--- src/hw/rtl/rcl_pkg.sv ---
// shared types, constants and color functions for the rainbow chase level bar
package rcl_pkg;

    // one rgb pixel as held in the pixel store
    typedef struct packed {
        logic [7:0] red;
        logic [7:0] green;
        logic [7:0] blue;
    } t_rgb;

    // frame sequencer states
    typedef enum logic [1:0] {
        S_CLEAR,
        S_IDLE,
        S_RUN
    } t_state;

    // configuration register indexes
    localparam logic CFG_RUN_LEN   = 1'b0;
    localparam logic CFG_FADE_STEP = 1'b1;

    // reset values of the configuration registers
    localparam logic [5:0] RUN_LEN_RST   = 6'd7;
    localparam logic [7:0] FADE_STEP_RST = 8'd36;

    // palette: grey, red, orange, yellow, green, light blue, blue, violet
    function automatic t_rgb hue(input logic [2:0] pos);
        t_rgb c;
        unique case (pos)
            3'd0: c = '{red: 8'd150, green: 8'd150, blue: 8'd150};
            3'd1: c = '{red: 8'd255, green: 8'd0,   blue: 8'd0};
            3'd2: c = '{red: 8'd255, green: 8'd100, blue: 8'd0};
            3'd3: c = '{red: 8'd100, green: 8'd255, blue: 8'd0};
            3'd4: c = '{red: 8'd0,   green: 8'd255, blue: 8'd0};
            3'd5: c = '{red: 8'd0,   green: 8'd100, blue: 8'd255};
            3'd6: c = '{red: 8'd0,   green: 8'd0,   blue: 8'd255};
            3'd7: c = '{red: 8'd100, green: 8'd0,   blue: 8'd255};
            default: c = '0;
        endcase
        return c;
    endfunction

    // move one channel by step toward target, holding inside the step window
    function automatic logic [7:0] fade_chan(input logic [7:0] cur,
                                             input logic [7:0] tgt,
                                             input logic [7:0] step);
        logic signed [10:0] c;
        logic signed [10:0] t;
        logic signed [10:0] f;
        c = signed'({3'b000, cur});
        t = signed'({3'b000, tgt});
        f = signed'({3'b000, step});
        if (c < t - f) begin
            c = c + f;
        end
        if (c > t + f) begin
            c = c - f;
        end
        return c[7:0];
    endfunction

endpackage

--- src/hw/rtl/rainbow_chase_level_bar.sv ---
// top level: rainbow chase led level bar frame generator
//
//   channel   signals                                   direction
//   level     i_valid, o_stall, i_level                 in
//   pixel     o_valid, i_stall, o_pixel_index, o_red,   out
//             o_green, o_blue, o_last_pixel
//   config    i_cfg_we, i_cfg_idx, i_cfg_data           in
//
// one level transaction yields NUM_PIXELS pixel transactions, one per cycle while
// i_stall is low; the sweep runs through the single read / single write pixel
// store (one read and one write a cycle)
// after reset a clearing pass zeroes the store, o_stall high
// i_stall holds the sweep; the last pixel may wait while the next level is taken
module rainbow_chase_level_bar #(
    parameter int NUM_PIXELS = 14
) (
    input  logic       i_clk,
    input  logic       i_rst_n,
    // level channel
    input  logic       i_valid,
    output logic       o_stall,
    input  logic [3:0] i_level,
    // pixel channel
    output logic       o_valid,
    input  logic       i_stall,
    output logic [3:0] o_pixel_index,
    output logic [7:0] o_red,
    output logic [7:0] o_green,
    output logic [7:0] o_blue,
    output logic       o_last_pixel,
    // configuration
    input  logic       i_cfg_we,
    input  logic       i_cfg_idx,
    input  logic [7:0] i_cfg_data
);
    import rcl_pkg::*;

    localparam int AW = $clog2(NUM_PIXELS);
    localparam int CW = $clog2(NUM_PIXELS + 1);
    localparam logic [AW-1:0] LAST_ADDR = AW'(NUM_PIXELS - 1);
    localparam logic [CW-1:0] NUM_CNT   = CW'(NUM_PIXELS);

    t_state r_state;
    t_state n_state;

    logic [5:0]    r_run_len;
    logic [7:0]    r_fade_step;
    logic [2:0]    r_pal;
    logic [6:0]    r_run;
    logic [3:0]    r_level;
    logic [AW-1:0] r_clr_addr;
    logic [CW-1:0] r_rd_addr;
    logic [AW-1:0] r_cur;
    logic          r_data_vld;
    t_rgb          r_prev;

    logic          r_out_vld;
    logic [3:0]    r_out_idx;
    t_rgb          r_out_px;
    logic          r_out_last;

    logic          in_acc;
    logic          adv;
    logic          rd_en;
    logic          ram_we;
    logic [AW-1:0] ram_waddr;
    t_rgb          ram_wdata;
    t_rgb          ram_rdata;
    t_rgb          head_px;
    t_rgb          new_px;
    logic          blank;
    logic          cur_last;

    // pixel store
    rcl_pixel_ram #(
        .NUM_PIXELS(NUM_PIXELS)
    ) u_ram (
        .i_clk  (i_clk),
        .i_we   (ram_we),
        .i_waddr(ram_waddr),
        .i_wdata(ram_wdata),
        .i_re   (rd_en),
        .i_raddr(r_rd_addr[AW-1:0]),
        .o_rdata(ram_rdata)
    );

    // head pixel fade toward palette color
    rcl_head_fade u_fade (
        .i_pixel      (ram_rdata),
        .i_palette_pos(r_pal),
        .i_fade_step  (r_fade_step),
        .o_pixel      (head_px)
    );

    // sweep handshake: a pixel moves on when read data is there and the output slot frees
    assign in_acc   = (r_state == S_IDLE) && i_valid;
    assign cur_last = (r_cur == LAST_ADDR);
    assign adv      = (r_state == S_RUN) && r_data_vld && (!r_out_vld || !i_stall);
    assign rd_en    = (r_state == S_RUN) && (r_rd_addr < NUM_CNT) && (!r_data_vld || adv);

    // new pixel: zero at index >= level, head fades, rest take inner neighbor's old value
    assign blank  = (7'(r_cur) >= 7'(r_level));
    assign new_px = blank ? '0 : ((r_cur == '0) ? head_px : r_prev);

    // next state
    always_comb begin
        n_state = r_state;
        unique case (r_state)
            S_CLEAR: if (r_clr_addr == LAST_ADDR) n_state = S_IDLE;
            S_IDLE:  if (in_acc) n_state = S_RUN;
            S_RUN:   if (adv && cur_last) n_state = S_IDLE;
            default: n_state = S_CLEAR;
        endcase
    end

    // state outputs: store write port and input stall
    always_comb begin
        ram_we    = 1'b0;
        ram_waddr = r_cur;
        ram_wdata = new_px;
        o_stall   = 1'b1;
        unique case (r_state)
            S_CLEAR: begin
                ram_we    = 1'b1;
                ram_waddr = r_clr_addr;
                ram_wdata = '0;
            end
            S_IDLE: begin
                o_stall = 1'b0;
            end
            S_RUN: begin
                ram_we = adv;
            end
            default: begin
                ram_we = 1'b0;
            end
        endcase
    end

    // state register and clearing pass counter
    always_ff @(posedge i_clk) begin
        if (!i_rst_n) begin
            r_state    <= S_CLEAR;
            r_clr_addr <= '0;
        end else begin
            r_state <= n_state;
            if (r_state == S_CLEAR) begin
                r_clr_addr <= r_clr_addr + 1'b1;
            end
        end
    end

    // configuration registers
    always_ff @(posedge i_clk) begin
        if (!i_rst_n) begin
            r_run_len   <= RUN_LEN_RST;
            r_fade_step <= FADE_STEP_RST;
        end else if (i_cfg_we) begin
            unique case (i_cfg_idx)
                CFG_RUN_LEN:   r_run_len   <= i_cfg_data[5:0];
                CFG_FADE_STEP: r_fade_step <= i_cfg_data;
                default:       r_fade_step <= r_fade_step;
            endcase
        end
    end

    // palette advance: step the color once the frame run count passes the run length
    always_ff @(posedge i_clk) begin
        if (!i_rst_n) begin
            r_pal <= 3'd1;
            r_run <= 7'd1;
        end else if (in_acc) begin
            if (r_run > {1'b0, r_run_len}) begin
                r_pal <= r_pal + 3'd1;
                r_run <= 7'd1;
            end else begin
                r_run <= r_run + 7'd1;
            end
        end
    end

    // sweep counters and read data tracking
    always_ff @(posedge i_clk) begin
        if (!i_rst_n) begin
            r_rd_addr  <= '0;
            r_cur      <= '0;
            r_data_vld <= 1'b0;
        end else if (in_acc) begin
            r_rd_addr  <= '0;
            r_cur      <= '0;
            r_data_vld <= 1'b0;
        end else begin
            if (rd_en) begin
                r_rd_addr <= r_rd_addr + 1'b1;
            end
            if (adv) begin
                r_cur <= r_cur + 1'b1;
            end
            if (rd_en) begin
                r_data_vld <= 1'b1;
            end else if (adv) begin
                r_data_vld <= 1'b0;
            end
        end
    end

    // frame payload: level and the previous old pixel
    always_ff @(posedge i_clk) begin
        if (in_acc) begin
            r_level <= i_level;
        end
        if (adv) begin
            r_prev <= ram_rdata;
        end
    end

    // output register
    always_ff @(posedge i_clk) begin
        if (!i_rst_n) begin
            r_out_vld <= 1'b0;
        end else if (adv) begin
            r_out_vld <= 1'b1;
        end else if (!i_stall) begin
            r_out_vld <= 1'b0;
        end
    end

    always_ff @(posedge i_clk) begin
        if (adv) begin
            r_out_idx  <= 4'(r_cur);
            r_out_px   <= new_px;
            r_out_last <= cur_last;
        end
    end

    assign o_valid       = r_out_vld;
    assign o_pixel_index = r_out_idx;
    assign o_red         = r_out_px.red;
    assign o_green       = r_out_px.green;
    assign o_blue        = r_out_px.blue;
    assign o_last_pixel  = r_out_last;

    // checks
    a_last_index: assert property (@(posedge i_clk) disable iff (!i_rst_n)
        o_valid && o_last_pixel |-> o_pixel_index == 4'(NUM_PIXELS - 1))
        else $error("last pixel flag on wrong index");

    a_stall_after_accept: assert property (@(posedge i_clk) disable iff (!i_rst_n)
        i_valid && !o_stall |=> o_stall)
        else $error("level taken without starting a frame");

    a_no_output_in_clear: assert property (@(posedge i_clk) disable iff (!i_rst_n)
        r_state == S_CLEAR |-> !o_valid && !rd_en)
        else $error("activity during clearing pass");

    a_write_needs_data: assert property (@(posedge i_clk) disable iff (!i_rst_n)
        r_state == S_RUN && ram_we |-> r_data_vld)
        else $error("store written without read data");

endmodule

--- src/hw/rtl/rcl_pixel_ram.sv ---
// pixel store: single write port, single read port with registered read data
module rcl_pixel_ram #(
    parameter int NUM_PIXELS = 14
) (
    input  logic                          i_clk,
    input  logic                          i_we,
    input  logic [$clog2(NUM_PIXELS)-1:0] i_waddr,
    input  rcl_pkg::t_rgb                 i_wdata,
    input  logic                          i_re,
    input  logic [$clog2(NUM_PIXELS)-1:0] i_raddr,
    output rcl_pkg::t_rgb                 o_rdata
);
    import rcl_pkg::*;

    t_rgb r_mem [NUM_PIXELS];
    t_rgb r_rdata;

    // write port
    always_ff @(posedge i_clk) begin
        if (i_we) begin
            r_mem[i_waddr] <= i_wdata;
        end
    end

    // read port, data held until the next read
    always_ff @(posedge i_clk) begin
        if (i_re) begin
            r_rdata <= r_mem[i_raddr];
        end
    end

    assign o_rdata = r_rdata;

endmodule

--- src/hw/rtl/rcl_head_fade.sv ---
// head pixel update: fade each channel toward the current palette color
module rcl_head_fade (
    input  rcl_pkg::t_rgb i_pixel,
    input  logic [2:0]    i_palette_pos,
    input  logic [7:0]    i_fade_step,
    output rcl_pkg::t_rgb o_pixel
);
    import rcl_pkg::*;

    t_rgb target;

    // palette lookup
    assign target = hue(i_palette_pos);

    // per channel fade
    assign o_pixel.red   = fade_chan(i_pixel.red,   target.red,   i_fade_step);
    assign o_pixel.green = fade_chan(i_pixel.green, target.green, i_fade_step);
    assign o_pixel.blue  = fade_chan(i_pixel.blue,  target.blue,  i_fade_step);

endmodule

--- config.mk ---
export PLATFORM = sky130hd
export DESIGN_NAME = rainbow_chase_level_bar
export DESIGN_NICKNAME = d
export VERILOG_FILES = /design/src/hw/rtl/rcl_pkg.sv /design/src/hw/rtl/rainbow_chase_level_bar.sv /design/src/hw/rtl/rcl_pixel_ram.sv /design/src/hw/rtl/rcl_head_fade.sv
export SDC_FILE = /design/constraint.sdc
export NUM_CORES = 1
export LEC_CHECK = 0
export BUFFER_PORTS_ARGS = -buffer_cell sky130_fd_sc_hd__clkbuf_2
export CAP_MARGIN = 20
export CORE_UTILIZATION = 50
export DETAILED_ROUTE_END_ITERATION = 10
export PLACE_DENSITY_LB_ADDON = 0.1
export SLEW_MARGIN = 20
export SYNTH_ARGS = -nofsm -noshare
export SYNTH_HDL_FRONTEND = slang
export SYNTH_SLANG_ARGS = --single-unit
--- constraint.sdc ---
create_clock -name i_clk -period 20.2 [get_ports i_clk]
set_clock_uncertainty 0.05 [all_clocks]
set_input_delay 4.04 -clock i_clk [delete_from_list [all_inputs] [get_ports i_clk]]
set_output_delay 4.04 -clock i_clk [all_outputs]
set_load 0.05 [all_outputs]
==> run metrics <==
post-route worst setup slack 13.04 ns; global-route wire length before repair 80230 µm; critical path startpoint r_fade_step[2]; clock-pin slew of the registers on the worst-case setup and hold paths 0.06 ns; detailed-route DRC error count 0; H-Tree Depth 2; area occupied by multi-input gates 9090 µm²; aggregate routed wire length 53020 µm; count of different cell masters after synthesis 59; vias 13185; Die Ht 216.3 µm; status finished clean; number of buffers inserted by port buffering 48; post-synthesis instance area 22970 µm²; die footprint 46800 µm²; number of setup violations in the final report 0; vias in the first global route 13421; fraction of final layout cells with drive strength greater than 1 18.33%; ys async rst share 0%; ratio of final minimum period to clock period 35.43%; total track usage 23.07%; setup slack at placement 13.05 ns; fraction of the yosys area taken by sequential cells 58.88%; RSZ-0062 raised after global routing no; overflow left after global routing 0; number of gates resized after CTS 0; detailed-router iteration count before antenna repair 4; total power per unit cell area 82.65 nW/µm²; fin crit period 7.158 ns; Switching Power 0.4676 mW; Wirelength per Cell 23.14 µm; RR Endpoint u_ram.r_mem[2][7]; clock latency reported for the late side of the worst-skew pair 0.58 ns; Min-Delay Path Class reg -> reg; RD Place Congestion 0.8646; clock tree from TritonCTS yes; commonest register cell after synthesis edfxtp_1; io pins 49; launch instance of the worst register-to-register path r_fade_step[2]; buffer count from post-CTS setup fixing 0; number of instances in the synthesized netlist 1577; DR vias/cell 5.755; num rows 78; clock sink total 467; initial standard-cell utilization of the core 50.61%; number of filler cells placed in the layout 3612; setup TNS 0 ns; number of enable flip-flop cells after synthesis 417; number of failing hold endpoints at the final stage 0; placed wire-length estimate 34230 µm; CP arrival 7.34 ns; P_int 1.662 mW; maximum number of pins on one net before global-route repair 56; Core ar. 45380 µm²; Worst Setup End Kind flop; final-stage net count 1848; Seq cells post-synth 467; worst path required time 20.38 ns; capturing instance or port of the critical path u_ram.r_mem[2][7]; final core occ 56.78%; count of hold-fix buffers inserted at cts 0; antenna diode instance count 0; final antenna-violating net count 0; Max Clk Rate 139.7 MHz; Die X-Extent 216.3 µm; number of warnings reported in the yosys synthesis log 0; relative contribution of the clock network to total power 41.7%; Final Total Pwr 2.130 mW; number of buffers added by the clock tree synthesis step 48; worst setup slack for register-to-register paths 13.04 ns; final number of max-transition violations 0; cell count of the worst reg-to-reg path 23; post-synth net total 1771; type of the worst setup path reg -> reg; number of antenna violations at the first check in global routing 1; portion of total power attributed to combinational logic 8.1%; CTS Buffer Depth 3; Root Buffer Master clkbuf_16; share of total power consumed by net switching 21.96%; leakage power of the design 9.244 nW; fraction of power consumed by sequential logic 50.2%; worst supply voltage drop on vdd 0.00006088 V; actual transition at the worst max-transition pin 1.091 ns; area of all sequential standard cells 13530 µm²; critical path startpoint category flop; DRC violation total after the first TritonRoute iteration 1003; worst relative slew slack 27.12%; highest fanout seen on the critical path 14; average footprint of a synthesized cell 14.56 µm²; count of maximum capacitance violations 0; area growth from synthesis to layout 12.18%
-- state kept, by name, summed over array words and instances, names as in the netlist, 3 cells and up --
name and count:
u_fade.target 10, r_clr_addr 4, r_fade_step 8, u_ram.r_mem 336
r_level 4, o_green 8, r_rd_addr 4, u_ram.o_rdata 24
r_run_len 6, o_pixel_index 4, o_red 8, r_run 7
r_prev 24, o_blue 8, r_cur 4, r_pal 3
-- cells in the mapped netlist (10+ instances only) --
master / count / area (µm²)
a211oi_1: 22 / 165.2
a21boi_0: 11 / 82.58
a21o_1: 27 / 202.7
a21oi_1: 79 / 395.4
buf_1: 10 / 37.54
clkbuf_1: 39 / 146.4
dfxtp_1: 50 / 1001
edfxtp_1: 417 / 12520
fa_1: 12 / 240.2
ha_1: 164 / 2052
inv_1: 73 / 274.0
mux2_2: 35 / 394.1
mux2i_1: 22 / 220.2
mux4_2: 96 / 2162
nand2_1: 66 / 247.7
nand2b_1: 11 / 68.82
nand3_1: 16 / 80.08
nand4_1: 10 / 62.56
nor2_1: 108 / 405.4
nor2b_1: 28 / 175.2
nor3_1: 33 / 165.2
o21a_1: 11 / 82.58
o21ai_0: 44 / 220.2
o21bai_1: 29 / 217.7
xnor2_1: 64 / 560.5
xor2_1: 19 / 166.4
-- layer usage --
metal | vias up | wire, µm | global-route usage [%]
met1 | 6662 | 23890 | 32.06
met4 | 0 | 1215 | 6.244
met2 | 268 | 25820 | 38.23
met5 | - | 0 | 0
met3 | 76 | 2101 | 3.144
li1 | 6179 | - | -
-- cell families (layout without fill, tap and decap cells) --
logic type / count (synthesis) / in the layout / synth area share, %
AOI/OAI and AO/OA: 270 / 270 / 7.632
DFF: 467 / 467 / 58.88
adders and majority gates: 176 / 176 / 9.980
buffers and inverters: 128 / 242 / 2.135
muxes: 155 / 155 / 12.22
and+or+nand+nor: 298 / 298 / 5.992
xor gates and xnor gates: 83 / 83 / 3.165
-- cell usage in the layout, fill, tap and decap left out, drive strengths merged, types with 12 or more instances in the layout --
master  instances
inv            75
a211oi         22
clkinv         16
mux2           37
nand3          16
nor3           33
mux2i          22
xnor2          64
a21o           28
nor2b          28
xor2           19
edfxtp        417
nand2          66
o21ai          48
buf            34
clkbuf        108
dfxtp          50
ha            164
fa             12
o21bai         29
a21oi          79
mux4           96
nor2          108
-- how the worst min path moves through the flow --
stage	slack (ns)	to	cells after the start	startpoint
floorplan	0.39	r_run_len[3]	2	r_run_len[3]
global placement	0.41	r_run_len[4]	2	r_run_len[4]
detailed placement	0.41	r_run_len[3]	2	r_run_len[3]
CTS	0.42	r_run_len[3]	2	r_run_len[3]
global route	0.45	r_run_len[3]	2	r_run_len[3]
finish	0.42	r_run_len[3]	2	r_run_len[3]
-- area by class of cell --
type | instances | share of cell area [%]
flip-flops and latches | 467 | 52.52
clock buffers | 60 | 4.837
inverters | 73 | 1.063
multi-input cells | 982 | 35.28
well taps | 600 | 2.914
clock inverters | 27 | 1.253
repair buffers | 82 | 2.137
-- power groups by stage --
stage,registers [mW],logic (mW),clock network (mW)
detailed placement,1.09,0.171,0
CTS,1.07,0.172,0.903
floorplan,1.09,0.118,0
global placement,1.09,0.164,0
global route,1.07,0.190,0.940
finish,1.07,0.172,0.888
-- per-stage QoR --
step / instance area, µm² / hold WS [ns] / cells
after floorplan: 22970 / 0.3935 / 1577
after global placement: 24090 / 0.4079 / 2199
after detailed placement: 24200 / 0.4110 / 2204
after CTS: 25770 / 0.4189 / 2291
after global routing: 25770 / 0.4452 / 2291
final: 25770 / 0.4176 / 2291
-- critical path, stage by stage (launching register included) --
cell and delay [ns]:
dfxtp_1 0.62, inv_1 0.40, ha_1 0.53, inv_1 0.13
o21bai_1 0.24, a21oi_1 0.10, o21bai_1 0.20, xnor2_1 0.15
ha_1 0.26, o21ai_0 0.16, nor2_1 0.06, o31a_1 0.31
a2111oi_4 0.60, mux2i_1 0.44, inv_1 0.14, ha_1 0.32
nor2b_1 0.13, o21a_1 0.12, o21bai_1 0.07, a31oi_1 0.45
o2111ai_1 0.22, xnor2_1 0.21, mux2i_1 0.12, nor2_1 0.78
Note: power is estimated with default switching activity, not from simulation.
